### src/rtl/iscs_pkg.sv
// Shared types, constants and a helper function for the image sensor sequencer.
`default_nettype none

package iscs_pkg;

   localparam int SENSOR_REGS = 8;
   localparam int ADDR_BITS   = 3;
   localparam int IDX_W       = 3;
   localparam int POS_W       = 4;
   localparam int PADDR_W     = 5;
   localparam int CSR_W       = 32;

   localparam logic [31:0] REGS_LO_RESET = 32'h8003_0030;
   localparam logic [31:0] REGS_HI_RESET = 32'h0100_0121;
   localparam logic [7:0]  MARK_SEND_START_RESET = 8'h02;
   localparam logic [7:0]  MARK_START_READ_RESET = 8'h04;
   localparam logic [7:0]  MARK_STOP_READ_RESET  = 8'h00;
   localparam logic [7:0]  PIXEL_FORCE = 8'h01;

   // Command codes carried in the kind field.
   localparam logic [1:0] KIND_TICK    = 2'd0;
   localparam logic [1:0] KIND_LOAD    = 2'd1;
   localparam logic [1:0] KIND_CAPTURE = 2'd2;

   // Register indexes on the configuration port (byte address / 4).
   localparam logic [2:0] REG_SETTINGS_LO     = 3'd0;
   localparam logic [2:0] REG_SETTINGS_HI     = 3'd1;
   localparam logic [2:0] REG_PIXEL_MODE      = 3'd2;
   localparam logic [2:0] REG_MARK_SEND_START = 3'd3;
   localparam logic [2:0] REG_MARK_START_READ = 3'd4;
   localparam logic [2:0] REG_MARK_STOP_READ  = 3'd5;

   typedef enum logic [4:0] {
      PH_IDLE  = 5'b00001,
      PH_SHIFT = 5'b00010,
      PH_WAIT  = 5'b00100,
      PH_READ  = 5'b01000,
      PH_RESET = 5'b10000
   } phase_type;

   typedef struct packed {
      logic [1:0] kind;
      logic       read_level;
      logic [7:0] pixel_sample;
   } req_type;

   typedef struct packed {
      logic       serial_in_bit;
      logic       load_strobe;
      logic       start_strobe;
      logic       reset_active;
      logic       led_on;
      logic       byte_valid;
      logic [7:0] out_byte;
      logic       busy_res;
   } rsp_type;

   typedef struct packed {
      logic [31:0] settings_lo;
      logic [31:0] settings_hi;
      logic        pixel_mode;
      logic [7:0]  marker_send_start;
      logic [7:0]  marker_start_read;
      logic [7:0]  marker_stop_read;
   } cfg_type;

   // Sensor registers 0-3 sit in the lo word and 4-7 in the hi word, lowest index in the top byte.
   function automatic logic [7:0] sensor_byte(input logic [31:0] lo, input logic [31:0] hi,
                                              input logic [IDX_W-1:0] idx);
      logic [31:0] word;
      logic [7:0]  sel;
      word = idx[2] ? hi : lo;
      case (idx[1:0])
         2'd0:    sel = word[31:24];
         2'd1:    sel = word[23:16];
         2'd2:    sel = word[15:8];
         default: sel = word[7:0];
      endcase
      return sel;
   endfunction

endpackage

`default_nettype wire

### src/rtl/iscs_csr.sv
// Configuration register file with an APB-style write and read port.
`default_nettype none

module iscs_csr
   import iscs_pkg::*;
(
   input  wire logic               clock,
   input  wire logic               reset,
   input  wire logic               psel,
   input  wire logic               penable,
   input  wire logic               pwrite,
   input  wire logic [PADDR_W-1:0] paddr,
   input  wire logic [CSR_W-1:0]   pwdata,
   output logic      [CSR_W-1:0]   prdata,
   output logic                    pready,
   output cfg_type                 cfg
);

   cfg_type    cfg_ff;
   cfg_type    cfg_in;
   logic       wr_en;
   logic [2:0] reg_idx;

   assign pready  = 1'b1;
   assign wr_en   = psel && penable && pwrite;
   assign reg_idx = paddr[PADDR_W-1:2];
   assign cfg     = cfg_ff;

   always_comb begin
      cfg_in = cfg_ff;
      if (wr_en) begin
         unique case (reg_idx)
            REG_SETTINGS_LO:     cfg_in.settings_lo       = pwdata;
            REG_SETTINGS_HI:     cfg_in.settings_hi       = pwdata;
            REG_PIXEL_MODE:      cfg_in.pixel_mode        = pwdata[0];
            REG_MARK_SEND_START: cfg_in.marker_send_start = pwdata[7:0];
            REG_MARK_START_READ: cfg_in.marker_start_read = pwdata[7:0];
            REG_MARK_STOP_READ:  cfg_in.marker_stop_read  = pwdata[7:0];
            default: ;
         endcase
      end
   end

   always_comb begin
      unique case (reg_idx)
         REG_SETTINGS_LO:     prdata = cfg_ff.settings_lo;
         REG_SETTINGS_HI:     prdata = cfg_ff.settings_hi;
         REG_PIXEL_MODE:      prdata = {31'd0, cfg_ff.pixel_mode};
         REG_MARK_SEND_START: prdata = {24'd0, cfg_ff.marker_send_start};
         REG_MARK_START_READ: prdata = {24'd0, cfg_ff.marker_start_read};
         REG_MARK_STOP_READ:  prdata = {24'd0, cfg_ff.marker_stop_read};
         default:             prdata = '0;
      endcase
   end

   always_ff @(posedge clock) begin
      if (reset) begin
         cfg_ff.settings_lo       <= REGS_LO_RESET;
         cfg_ff.settings_hi       <= REGS_HI_RESET;
         cfg_ff.pixel_mode        <= 1'b0;
         cfg_ff.marker_send_start <= MARK_SEND_START_RESET;
         cfg_ff.marker_start_read <= MARK_START_READ_RESET;
         cfg_ff.marker_stop_read  <= MARK_STOP_READ_RESET;
      end else begin
         cfg_ff <= cfg_in;
      end
   end

endmodule

`default_nettype wire

### src/rtl/iscs_core.sv
// Sequencer state machine: computes one result per item and advances the sequence state.
`default_nettype none

module iscs_core
   import iscs_pkg::*;
(
   input  wire logic    clock,
   input  wire logic    reset,
   input  wire logic    take,
   input  wire req_type req,
   input  wire cfg_type cfg,
   output rsp_type      result
);

   phase_type        phase_ff, phase_in;
   logic [IDX_W-1:0] idx_ff, idx_in;
   logic [POS_W-1:0] pos_ff, pos_in;
   logic             led_ff, led_in;

   logic [POS_W-1:0] addr_shift;
   logic [IDX_W-1:0] addr_word;
   logic [POS_W-1:0] data_k;
   logic [2:0]       data_bit;
   logic [7:0]       cur_byte;
   logic             last_reg;

   assign addr_shift = POS_W'(ADDR_BITS - 1) - pos_ff;
   assign addr_word  = idx_ff >> addr_shift;
   assign data_k     = pos_ff - POS_W'(ADDR_BITS);
   assign data_bit   = (data_k > POS_W'(7)) ? 3'd7 : data_k[2:0];
   assign cur_byte   = sensor_byte(cfg.settings_lo, cfg.settings_hi, idx_ff);
   assign last_reg   = (32'(idx_ff) + 32'd1) >= 32'(SENSOR_REGS);

   always_comb begin
      phase_in = phase_ff;
      idx_in   = idx_ff;
      pos_in   = pos_ff;
      led_in   = led_ff;
      result   = '0;
      result.busy_res = 1'b1;
      unique case (phase_ff)
         PH_SHIFT: begin
            if (pos_ff < POS_W'(ADDR_BITS)) begin
               // Address bits above the index width go out as zero.
               result.serial_in_bit = (addr_shift < POS_W'(IDX_W)) ? addr_word[0] : 1'b0;
            end else begin
               result.serial_in_bit = cur_byte[3'd7 - data_bit];
               result.load_strobe   = (data_bit == 3'd7);
            end
            if (result.load_strobe) begin
               pos_in = '0;
               if (last_reg) begin
                  idx_in   = '0;
                  phase_in = PH_IDLE;
               end else begin
                  idx_in = idx_ff + IDX_W'(1);
               end
            end else begin
               pos_in = pos_ff + POS_W'(1);
            end
         end
         PH_WAIT: begin
            if (req.read_level) begin
               result.byte_valid = 1'b1;
               result.out_byte   = cfg.marker_start_read;
               led_in            = 1'b1;
               phase_in          = PH_READ;
            end
         end
         PH_READ: begin
            if (req.read_level) begin
               if (!cfg.pixel_mode) begin
                  result.byte_valid = 1'b1;
                  result.out_byte   = req.pixel_sample | PIXEL_FORCE;
               end
            end else begin
               result.byte_valid = 1'b1;
               result.out_byte   = cfg.marker_stop_read;
               led_in            = 1'b0;
               phase_in          = PH_RESET;
            end
         end
         PH_RESET: begin
            result.reset_active = 1'b1;
            phase_in            = PH_IDLE;
         end
         default: begin
            phase_in = PH_IDLE;
            case (req.kind)
               KIND_LOAD: begin
                  result.reset_active = 1'b1;
                  idx_in   = '0;
                  pos_in   = '0;
                  phase_in = PH_SHIFT;
               end
               KIND_CAPTURE: begin
                  result.start_strobe = 1'b1;
                  result.byte_valid   = 1'b1;
                  result.out_byte     = cfg.marker_send_start;
                  phase_in            = PH_WAIT;
               end
               default: result.busy_res = 1'b0;
            endcase
         end
      endcase
      // The indicator reflects its level at the end of this period.
      result.led_on = led_in;
   end

   always_ff @(posedge clock) begin
      if (reset) begin
         phase_ff <= PH_IDLE;
         idx_ff   <= '0;
         pos_ff   <= '0;
         led_ff   <= 1'b0;
      end else if (take) begin
         phase_ff <= phase_in;
         idx_ff   <= idx_in;
         pos_ff   <= pos_in;
         led_ff   <= led_in;
      end
   end

`ifndef SYNTHESIS
   a_led_only_reading: assert property (@(posedge clock) disable iff (reset)
      led_ff == (phase_ff == PH_READ))
      else $error("reading indicator out of step with read phase");

   a_pos_bounded: assert property (@(posedge clock) disable iff (reset)
      pos_ff <= POS_W'(ADDR_BITS + 7))
      else $error("bit position ran past the last data bit");

   a_last_strobe_idles: assert property (@(posedge clock) disable iff (reset)
      take && phase_ff == PH_SHIFT && result.load_strobe && last_reg
      |=> phase_ff == PH_IDLE && idx_ff == '0)
      else $error("load sequence did not end after the last register");

   a_hold_without_take: assert property (@(posedge clock) disable iff (reset)
      !take |=> $stable(phase_ff) && $stable(idx_ff) && $stable(pos_ff))
      else $error("sequence state moved without an item");
`endif

endmodule

`default_nettype wire

### src/rtl/image_sensor_load_and_capture_sequencer.sv
// Top level of the image sensor load and capture sequencer.
//
// Each item on the req_ channel stands for one sensor clock period and carries a
// command (tick, load, capture), the sampled READ level and a pixel sample. Every
// accepted item yields exactly one result item on the rsp_ channel with the pins to
// drive to the sensor, an optional output byte and the busy flag.
// The result is registered and offered in the cycle after the item is accepted.
// Throughput is one item per cycle while results are taken, set by the single
// result register, which is refilled in the same cycle that its contents are taken.
// When the receiver stalls, req_ready drops until the held result is taken; no
// state advances meanwhile. Commands that arrive while a sequence runs are ignored.
// The user writes the configuration registers over the APB-style port only while
// idle; the block does not enforce it. Synchronous reset returns the sequencer to
// idle, empties the result register, sets the configuration registers to defaults.
`default_nettype none

module image_sensor_load_and_capture_sequencer
   import iscs_pkg::*;
(
   input  wire logic               clock,
   input  wire logic               reset,
   input  wire logic               req_valid,
   output logic                    req_ready,
   input  wire req_type            req_data,
   output logic                    rsp_valid,
   input  wire logic               rsp_ready,
   output rsp_type                 rsp_data,
   input  wire logic               psel,
   input  wire logic               penable,
   input  wire logic               pwrite,
   input  wire logic [PADDR_W-1:0] paddr,
   input  wire logic [CSR_W-1:0]   pwdata,
   output logic      [CSR_W-1:0]   prdata,
   output logic                    pready
);

   cfg_type cfg;
   rsp_type result;
   rsp_type rsp_data_ff;
   logic    rsp_valid_ff, rsp_valid_in;
   logic    take;

   assign req_ready    = !rsp_valid_ff || rsp_ready;
   assign take         = req_valid && req_ready;
   assign rsp_valid_in = take || (rsp_valid_ff && !rsp_ready);
   assign rsp_valid    = rsp_valid_ff;
   assign rsp_data     = rsp_data_ff;

   iscs_csr u_csr (
      .clock   (clock),
      .reset   (reset),
      .psel    (psel),
      .penable (penable),
      .pwrite  (pwrite),
      .paddr   (paddr),
      .pwdata  (pwdata),
      .prdata  (prdata),
      .pready  (pready),
      .cfg     (cfg)
   );

   iscs_core u_core (
      .clock  (clock),
      .reset  (reset),
      .take   (take),
      .req    (req_data),
      .cfg    (cfg),
      .result (result)
   );

   always_ff @(posedge clock) begin
      if (reset) begin
         rsp_valid_ff <= 1'b0;
      end else begin
         rsp_valid_ff <= rsp_valid_in;
      end
   end

   always_ff @(posedge clock) begin
      if (take) begin
         rsp_data_ff <= result;
      end
   end

`ifndef SYNTHESIS
   a_take_fills: assert property (@(posedge clock) disable iff (reset)
      take |=> rsp_valid_ff)
      else $error("accepted item produced no result");

   a_stall_blocks_input: assert property (@(posedge clock) disable iff (reset)
      rsp_valid_ff && !rsp_ready |-> !take)
      else $error("item accepted while the result register was blocked");

   a_idle_drains: assert property (@(posedge clock) disable iff (reset)
      !take && rsp_ready |=> !rsp_valid_ff)
      else $error("result register refilled without an item");
`endif

endmodule

`default_nettype wire

### config.mk
export PLATFORM = sky130hd
export DESIGN_NAME = image_sensor_load_and_capture_sequencer
export DESIGN_NICKNAME = d
export VERILOG_FILES = /design/src/rtl/iscs_pkg.sv /design/src/rtl/iscs_csr.sv /design/src/rtl/iscs_core.sv /design/src/rtl/image_sensor_load_and_capture_sequencer.sv
export SDC_FILE = /design/constraint.sdc
export NUM_CORES = 1
export LEC_CHECK = 0
export ABC_AREA = 1
export BUFFER_PORTS_ARGS = -buffer_cell sky130_fd_sc_hd__buf_2
export CAP_MARGIN = 30
export CORE_ASPECT_RATIO = 0.7
export CORE_MARGIN = 3
export CORE_UTILIZATION = 40
export CTS_CLUSTER_DIAMETER = 200
export DETAILED_ROUTE_END_ITERATION = 7
export PLACE_DENSITY = 0.6
export SYNTH_ARGS = -nofsm -noshare
export SYNTH_HDL_FRONTEND = slang
export SYNTH_SLANG_ARGS = --single-unit
### constraint.sdc
create_clock -name clock -period 2.8 [get_ports clock]
set_input_delay 0.14 -clock clock [delete_from_list [all_inputs] [get_ports clock]]
set_output_delay 0.14 -clock clock [all_outputs]
set_load 0.005 [all_outputs]
==> results of run 1 <==
## worst paths after layout
kind	slack, ns	end	depth (start not counted)
max	0.59	rsp_data[14]	12
min	0.02	u_csr.cfg[10]	3
max reg2reg	0.59	rsp_data[14]	12
min reg2reg	0.48	u_csr.cfg[82]	2
## layout make-up
class | count | area (µm²) | share of cell area
timing repair buffer | 129 | 763.2 | 0.1050
clock inverter | 11 | 86.33 | 0.01188
sequential | 118 | 2512 | 0.3457
clock buffer | 21 | 440.4 | 0.06061
tap | 190 | 237.7 | 0.03271
multi-input combinational | 600 | 2930 | 0.4032
inverter | 79 | 296.5 | 0.04081
## metrics by stage
stage	power, µW	hold slack (ns)	utilization	worst slack [ns]	instances
after floorplan	1978	0.2663	-	0.7140	842
after global placement	2111	0.3834	0.4609	0.6320	1098
after detailed placement	2112	0.3807	0.4609	0.6425	1098
after CTS	4104	0.006725	0.5105	0.6297	1148
after global routing	4216	0.01512	0.5105	0.3841	1148
final	4070	0.02181	0.5105	0.5941	1148
## report_power, final
group	internal [µW]	switching [µW]
Combinational	118	201
Sequential	1760	24.0
Clock	1200	766
## kinds of logic after synthesis
kind of cell | count (synthesis) | synth area share
buffers and inverters | 124 | 0.08638
XOR/XNOR | 2 | 0.002943
flip-flops | 118 | 0.4220
AND/OR/NAND/NOR | 403 | 0.2856
other | 1 | 0.0006299
AO/OA/AOI/OAI | 185 | 0.1835
adder cells (fa/ha/maj) | 9 | 0.01892
## layout by cell type, fill, tap and decap left out, types with 6 or more instances in the layout
| cell type | netlist | layout |
|---|---|---|
| a21oi_1 | 39 | 38 |
| a22o_1 | 16 | 16 |
| buf_2 | 15 | 100 |
| buf_4 | 3 | 11 |
| clkbuf_16 | 0 | 17 |
| clkinv_2 | 0 | 6 |
| dfxtp_1 | 103 | 103 |
| dlygate4sd3_1 | 0 | 18 |
| edfxtp_1 | 15 | 15 |
| ha_1 | 9 | 9 |
| inv_1 | 65 | 64 |
| inv_2 | 14 | 15 |
| nand2_1 | 188 | 188 |
| nand3_1 | 42 | 42 |
| nand4_1 | 7 | 7 |
| nor2_1 | 146 | 146 |
| o2111ai_1 | 6 | 6 |
| o21ai_0 | 84 | 84 |
| o21ai_1 | 9 | 9 |
| o22ai_1 | 9 | 9 |
## routing by layer
metal / global-route usage / routed length, µm / vias up
met1: 0.3301 / 9249 / 2791
met5: 0 / 0 / -
met3: 0.06160 / 1401 / 12
li1: - / - / 2985
met4: 0.05709 / 130 / 0
met2: 0.3137 / 7467 / 205
## flip-flops by register name, summed over array words and instances (netlist names)
register         flops
u_core.phase_ff      5
rsp_data            15
u_csr.cfg           89
u_core.pos_ff        4
u_core.led_ff        1
rsp_valid            1
u_core.idx_ff        3
## what timing repair did
| action | 4_1_cts | 5_1_grt |
|---|---|---|
| hold buffers | 18 | 0 |
| gates resized for setup | 0 | 0 |
| endpoints found under the hold margin | 34 | 0 |
## worst max-delay path, stage by stage (launching register included)
cell and delay, ns:
dfxtp_1 0.41, inv_1 0.13, ha_1 0.43, nand2_1 0.15, nand2_1 0.07, nand2_1 0.06
nand3_1 0.13, nand2_1 0.09, nand3_1 0.07, nand3_1 0.08, a21oi_1 0.07, nor2_1 0.21
nor2_1 0.06
==> flow_summary_export.csv, run 1 <==
group,metric,value,unit
run_status,status,"finished clean",
pwr,max-vdd-ir-drop,0.3412,mV
timing,rsz0062_at_grt,"false",
placed_design,dp_hpwl,12720,µm
floorplan,row_count,36,
yosys,syn_avg_cell_area,7.070,µm²
min_path,hold_start,"pwdata[2]",
global_routing,grt_usage,0.2214,
min_path,hold_class,"input port to flop",
route,final_antenna_net_count,0,
clock_network,cts_root_buf,"clkbuf_16",
pwr,power_density,560.1,nW/µm²
setup_path,worstSetupPathType,"flop to flop",
floorplan,die-area,16410,µm²
placed_design,postPlaceCellArea,6560,µm²
setup_path,critical_path_arrival,2.36,ns
floorplan,start_util,0.4182,
clock_network,post_cts_buffers,0,
route,viasPerCell,5.220,
clock_network,clock_sinks,118,
yosys,synth.area.top_cells,"dfxtp_1, nand2_1, nor2_1",
floorplan,die_y,108.1,µm
route,firstDrtPassIters,7,
placed_design,routabilityCongestion,0.8701,
setup_path,end_kind,"flop",
layout,syn2layout_area_growth,22.07,%
timing,relSlewSlack,0.4584,
flow_run,drv_cap,0,
route,drt_iter0_markers,548,
yosys,syn_inst,842,
yosys,synthesis.area,5953,µm²
clock_network,numCtsBuffers,17,
global_routing,grt_antenna_before_repair,0,
yosys,synthTopCellsByCount,"nand2_1, nor2_1, dfxtp_1",
layout,finish.instance_area,7267,µm²
timing,hold_viol_final,0,
yosys,synth_nets,906,
yosys,yosysWarnings,0,
yosys,yosysMostFrequentCell,"nand2_1",
floorplan,core_area,14230,µm²
layout,fillers,1440,
route,drc,0,
global_routing,overflow,0,
setup_path,startpoint_type,"flop",
yosys,synth_edf_count,15,
yosys,ys_ff_latch,118,
yosys,synth_cell_types,39,
global_routing,first_global_vias,5561,
timing,fin_skew,0.01082,ns
yosys,ys_seq_area_frac,0.4220,
floorplan,pin_count,105,
global_routing,grt_max_degree,50,
clock_network,clk_path_buf_depth,2,
timing,tns,0,ns
layout,nets,1009,
clock_network,clock_latency,0.41,ns
timing,fin_crit,2.206,ns
setup_path,cp.required,2.96,ns
global_routing,grt_first_pass_wirelength,29170,µm
clock_network,htree_num_levels,4,
timing,timing.final.crit_share,0.7878,
setup_path,cp-startpoint,"u_core.idx_ff[0]",
clock_network,cts_tree,"done",
layout,insertedDiodeCount,0,
timing,worst_pin_slew,0.8040,ns
yosys,synth_ff_type,"dfxtp_1",
placed_design,io_buffers,100,
route,vias,5993,
timing,clock.fmax,453.3,MHz
clock_network,clk_pin_slew,0.06,ns
yosys,ys_async_sr_fraction,0,
setup_path,cp_max_fo,16,
yosys,synth_top_area_share,0.3464,
timing,finalMaxSlewViolations,0,
setup_path,rr_startpoint,"u_core.idx_ff[0]",
route,wl_per_cell,15.90,µm
timing,finalSetupViolCount,0,
pwr,leakagePower,0.003348,µW
route,wirelength,18250,µm
yosys,yosys.area.top_type,"dfxtp_1",
floorplan,die_x,151.8,µm
layout,final_layout_size_suffix_gt1_frac,0.1785,
No activity file was read; power rests on OpenSTA's default activity.
==> inputs of run 2 (changes only) <==
- PLACE_DENSITY: 0.6 -> 0.63
- clock period: 2.8 -> 2 ns (I/O delays scaled with it)
==> run 2 against run 1 <==
Routed wire length is 1.8% lower. Total power is 44% higher. Clock-buffer cell count is 1 lower. Clock power is 47% higher. Via count is 1.6% higher. Sequential cell count stayed put. Sequential share of layout area is 1.6 points lower. Critical path depth is 1 lower. Critical path type unchanged. Critical endpoint unchanged. Highest routed layer unchanged.
==> flow_summary_export.csv, run 2 (synthesis results as in run 1) <==
group,metric,value,unit
run_status,status,"finished clean",
clock_network,htree_num_levels,4,
timing,clock.fmax,550.5,MHz
floorplan,die_y,108.1,µm
route,wl_per_cell,15.21,µm
timing,relSlewSlack,0.4303,
route,drc,0,
placed_design,dp_hpwl,12470,µm
placed_design,routabilityCongestion,0.8573,
timing,worst_pin_slew,0.8456,ns
clock_network,clk_path_buf_depth,2,
setup_path,critPathMaxStageDelay,0.36,ns
layout,regArea,2517,µm²
setup_path,cp_max_fo,10,
global_routing,grt_max_degree,95,
flow_run,drv_cap,0,
pwr,power_density,766.3,nW/µm²
setup_path,end_kind,"flop",
placed_design,preCtsSetupSlack,0.05780,ns
global_routing,grt_antenna_before_repair,0,
layout,fillers,1426,
route,vias,6086,
floorplan,die-area,16410,µm²
global_routing,grt_first_pass_wirelength,28990,µm
timing,finalMaxSlewViolations,0,
layout,nets,1039,
clock_network,clock_latency,0.41,ns
global_routing,overflow,0,
setup_path,cp_slowest_cell,"dfxtp_4",
global_routing,first_global_vias,5537,
route,final_antenna_net_count,0,
route,drt_iter0_markers,455,
timing,finalSetupViolCount,0,
timing,tns,0,ns
setup_path,cp.required,2.17,ns
global_routing,grt_usage,0.2193,
timing,hold_viol_final,0,
floorplan,row_count,36,
clock_network,clock_sinks,118,
layout,insertedDiodeCount,0,
timing,worst_slack,0.1835,ns
clock_network,numCtsBuffers,17,
floorplan,start_util,0.4182,
clock_network,cts_tree,"done",
floorplan,core_area,14230,µm²
pwr,max-vdd-ir-drop,0.5451,mV
placed_design,io_buffers,100,
setup_path,crit_chain,"buf_4 > ha_2 > clkinvlp_4 > nor3_1 > nor2_1 > o21ai_0 > nand3_1 > nand3_1 > nand2_1 > nor2_2 > nor2_1",
layout,multiInputGateArea,2963,µm²
min_path,hold_class,"input port to flop",
floorplan,die_x,151.8,µm
setup_path,startpoint_type,"flop",
layout,final_layout_size_suffix_gt1_frac,0.1953,
clock_network,cts_root_buf,"clkbuf_16",
setup_path,critical_path_arrival,1.98,ns
setup_path,crit_family,"simple AND/OR/NAND/NOR gates",
route,viasPerCell,5.166,
pwr,leakagePower,0.003506,µW
timing,fin_skew,0.005667,ns
layout,layout_commonest_cell,"nand2_1",
route,wirelength,17920,µm
timing,timing.final.crit_share,0.9083,
layout,fin_util,0.5371,
timing,rsz0062_at_grt,"false",
layout,finish.instance_area,7645,µm²
layout,largest_reg_flops,89,
layout,syn2layout_area_growth,28.42,%
floorplan,pin_count,105,
timing,fin_crit,1.817,ns
route,firstDrtPassIters,5,
placed_design,postPlaceCellArea,6685,µm²
clock_network,clk_pin_slew,0.05,ns
setup_path,critPathBufInv,2,
layout,mostFrequentLayoutCells,"nand2_1, nor2_1, dfxtp_1, buf_2, o21ai_0",
setup_path,worstSetupPathType,"flop to flop",
-- run 2: cell count changes in the layout (fill, tap and decap cells not counted), sizes merged --
cell and change:
inv -1, buf +15, dlygate4sd3 +15, clkbuf -1, clkinvlp +1, bufinv +1
-- run 2: final timing paths --
kind                                 endpoint        startpoint  cells after the start  slack (ns)
worst max-delay path             rsp_data[14]  u_core.idx_ff[0]                     11        0.18
worst min-delay path              rsp_data[7]       req_data[6]                      3        0.01
worst max register to register   rsp_data[14]  u_core.idx_ff[0]                     11        0.18
worst min register to register  u_csr.cfg[50]     u_csr.cfg[50]                      2        0.48
-- run 2: what timing repair did --
| item | 4_1_cts | 5_1_grt |
|---|---|---|
| endpoints found under the setup margin | 0 | 1 |
| hold buffers | 33 | 0 |
| setup buffers | 0 | 5 |
| endpoints found under the hold margin | 61 | 0 |
| gates resized for setup | 0 | 11 |
-- run 2: layout make-up --
class / instances / area share
Multi-Input combinational cell: 600 / 0.3876
Sequential cell: 118 / 0.3293
Timing Repair Buffer: 159 / 0.1408
Clock buffer: 20 / 0.05712
Inverter: 79 / 0.03928
Tap cell: 190 / 0.03110
Clock inverter: 12 / 0.01489
-- run 2: where the power goes --
part | switching [µW] | internal [µW]
clock network | 1080 | 1810
logic | 288 | 192
registers | 31.5 | 2460
-- run 2: tightest hold or removal path: cells and delay by family --
kind,cells,cell delay [ns]
buf+inv,1,0.08
simple gates,1,0.06
compound gates,1,0.07
-- run 2: routing by layer --
layer  part of all wire  routed length, µm  vias to the layer above  global-route usage
met1               0.52               9286                     2806              0.3380
li1                   -                  -                     3052                   -
met3              0.074               1320                       19             0.04200
met4              0.011                196                        0             0.05965
met5                  0                  0                        -                   0
met2               0.40               7114                      209              0.3099
-- run 2: per-stage QoR --
stage          hold WS, ns  cells  power [µW]
2_1_floorplan       0.2263    842        2770
3_3_place_gp        0.3368   1108        2963
3_5_place_dp        0.3383   1108        2964
4_1_cts           0.001461   1173        5883
5_1_grt            0.02055   1178        6060
6_report           0.01183   1178        5858
==> inputs of run 3 (changes only) <==
- PLACE_DENSITY: 0.63 -> 0.62
- SYNTH_HIERARCHICAL: default -> 1
==> run 3 against run 2 <==
Setup slack lost 0.0018 ns. Critical endpoint is now rsp_data[14]. Hold slack got worse by 0.0042 ns. Critical path type unchanged. Total power rose by 6.9%. Die area is 14% higher. Sequential share of layout area decreased by 3.1 points. Clock skew up 0.0015 ns. Sequential power about the same. Design area up 10%. Routed wire length rose by 12%.
==> flow_summary_export.csv, run 3 <==
group,metric,value,unit
flow_run,drv_cap,0,
clock_network,numCtsBuffers,17,
setup_path,startpoint_type,"flop",
min_path,min_to,"u_csr/cfg[39]",
layout,regArea,2512,µm²
timing,timing.final.crit_share,0.9092,
timing,fin_skew,0.007182,ns
setup_path,cp_max_fo,8,
timing,relSlewSlack,0.3346,
setup_path,reg2reg_to,"rsp_data[14]",
setup_path,crit_family,"simple AND/OR/NAND/NOR gates",
yosys,synth.area.top_cells,"dfxtp_1, nand2_1, nor2_1",
floorplan,die-area,18760,µm²
yosys,ys_async_sr_fraction,0,
clock_network,clk_path_buf_depth,2,
setup_path,r2r_slack,0.18,ns
run_status,status,"finished clean",
yosys,synth_top_family_by_area,"simple AND/OR/NAND/NOR gates",
global_routing,grt_antenna_before_repair,0,
setup_path,cp_slowest_cell,"dfxtp_1",
layout,mostFrequentLayoutCells,"nand2_1, nor2_1, nand3_1, dfxtp_1, buf_2",
pwr,seq_power_share,0.397,
setup_path,rr_startpoint,"u_core/idx_ff[0]",
layout,nets,1237,
floorplan,core_area,16540,µm²
route,drc,0,
clock_network,clock_sinks,118,
route,wirelength,20110,µm
yosys,synth_ff_type,"dfxtp_1",
clock_network,clock_latency,0.43,ns
timing,worst_hold_slack,0.007649,ns
global_routing,grt_first_pass_wirelength,32170,µm
yosys,synthXorXnorAreaFrac,0.002557,
route,final_antenna_net_count,0,
placed_design,routabilityCongestion,0.8633,
placed_design,dp_hpwl,13500,µm
min_path,hold_class,"input port to flop",
setup_path,critPathBufInv,2,
layout,fin_util,0.5092,
setup_path,end_kind,"flop",
route,wl_per_cell,14.25,µm
yosys,ys_seq_area_frac,0.3667,
setup_path,cp.required,2.19,ns
timing,finalMaxSlewViolations,0,
layout,layout_commonest_cell,"nand2_1",
setup_path,critical_path_arrival,2.00,ns
yosys,synth_edf_count,15,
yosys,yosysWarnings,6,
floorplan,row_count,39,
yosys,synthSimpleGateAreaFrac,0.4677,
yosys,ys_ff_latch,118,
pwr,sw_frac_of_total,0.2441,
timing,worst_pin_slew,0.9958,ns
layout,largest_reg_flops,89,
yosys,synth-adder-area-share,0.01644,
global_routing,overflow,0,
layout,fillers,1678,
route,drt_iter0_markers,541,
yosys,synth_mux_area_frac,0.001461,
layout,insertedDiodeCount,0,
placed_design,io_buffers,100,
timing,fin_crit,1.818,ns
placed_design,preCtsSetupSlack,0.09055,ns
yosys,synthTopCellsByCount,"nand2_1, nor2_1, nand3_1",
global_routing,grt_usage,0.2169,
clock_network,htree_num_levels,4,
setup_path,crit_chain,"inv_1 > ha_2 > nand3_1 > nand2_1 > nor2_1 > nor2_1 > nor2_1 > nand2_1 > nand3_1 > nand3_1 > nand2_1 > inv_1",
yosys,synthesis.area,6852,µm²
yosys,synth_nets,1126,
pwr,leakagePower,0.004045,µW
setup_path,critPathMaxStageDelay,0.39,ns
pwr,max-vdd-ir-drop,0.5425,mV
yosys,synth_top_area_share,0.3009,
setup_path,worstSetupPathType,"flop to flop",
yosys,syn_inst,1062,
yosys,synth_compound_area_frac,0.04200,
pwr,pwr-share-comb,0.086,
timing,clock.fmax,550.0,MHz
route,viasPerCell,4.901,
layout,multiInputGateArea,3665,µm²
floorplan,pin_count,105,
route,vias,6915,
timing,hold_viol_final,0,
floorplan,die_y,115.5,µm
yosys,yosys.area.top_type,"dfxtp_1",
route,firstDrtPassIters,5,
yosys,yosysMostFrequentCell,"nand2_1",
pwr,switching_power,1529,µW
global_routing,grt_max_degree,64,
min_path,hold_start,"pwdata[14]",
layout,final_layout_size_suffix_gt1_frac,0.1872,
timing,finalSetupViolCount,0,
global_routing,first_global_vias,6231,
pwr,p_int,4734,µW
pwr,power_density,743.6,nW/µm²
clock_network,cts_root_buf,"clkbuf_16",
setup_path,reg2reg_depth,12,
yosys,synth_cell_types,44,
floorplan,die_x,162.4,µm
min_path,hold_path_depth,5,
clock_network,clk_pin_slew,0.05,ns
layout,syn2layout_area_growth,22.94,%
floorplan,start_util,0.4142,
clock_network,cts_tree,"done",
yosys,syn_avg_cell_area,6.452,µm²
pwr,p_clk_frac,0.517,
timing,worst_slack,0.1817,ns
==> run 3: area by class of cell <==
| type | count | area share |
|---|---|---|
| clock buffer | 22 | 0.06135 |
| clock inverter | 10 | 0.01352 |
| inverter | 97 | 0.04337 |
| multi-input combinational | 792 | 0.4351 |
| sequential | 118 | 0.2983 |
| tap | 225 | 0.03342 |
| timing repair buffer | 147 | 0.1150 |
==> run 3: tightest hold or removal path: cells and delay by family <==
kind,cells,cell delay (ns)
and+or+nand+nor,3,0.19
buffers and inverters,2,0.11
==> run 3: power groups by stage <==
stage | sequential [µW] | combinational (µW) | clock, µW
after floorplan | 2530 | 319 | 0
after global placement | 2540 | 493 | 0
after detailed placement | 2540 | 495 | 0
after CTS | 2490 | 536 | 3290
after global routing | 2490 | 600 | 3360
final | 2490 | 537 | 3240
==> run 3: what timing repair did <==
item,4_1_cts,5_1_grt
setup buffers,0,0
hold endpoints to repair,31,0
setup endpoints to repair,0,1
hold buffers,26,0
resized for setup,0,5
==> run 3: worst max path at each step <==
stage / from / end / slack, ns / depth (start not counted)
floorplan: rsp_valid / u_core/pos_ff[3] / 0.29 / 7
detailed placement: u_core/idx_ff[0] / rsp_data[14] / 0.09 / 14
CTS: u_core/idx_ff[0] / rsp_data[14] / 0.06 / 12
finish: u_core/idx_ff[0] / rsp_data[14] / 0.18 / 12
global route: u_core/idx_ff[1] / rsp_data[14] / -0.002 / 14
global placement: u_core/idx_ff[0] / rsp_data[14] / 0.1 / 14
==> run 3: stage by stage <==
stage	total power, µW	instances	setup TNS (ns)	area [µm²]
CTS	6309	1411	0	8403
global placement	3030	1353	0	7512
finish	6263	1411	0	8423
detailed placement	3033	1353	0	7512
floorplan	2852	1062	0	6855
global route	6457	1411	-0.002429	8423
==> run 3: logic make-up after synthesis <==
kind of cell,Yosys count
DFF,118
adders and majority gates,9
and+or+nand+nor,735
buffers and inverters,152
xor gates and xnor gates,2
muxes,1
other,1
AOI/OAI and AO/OA,44
==> run 3: per-layer routing <==
metal | GRT usage | vias up | share of wire
met1 | 0.3290 | 3138 | 0.51
met2 | 0.3070 | 216 | 0.41
met3 | 0.03608 | 22 | 0.064
met5 | 0 | - | 0
met4 | 0.08068 | 0 | 0.012
li1 | - | 3539 | -
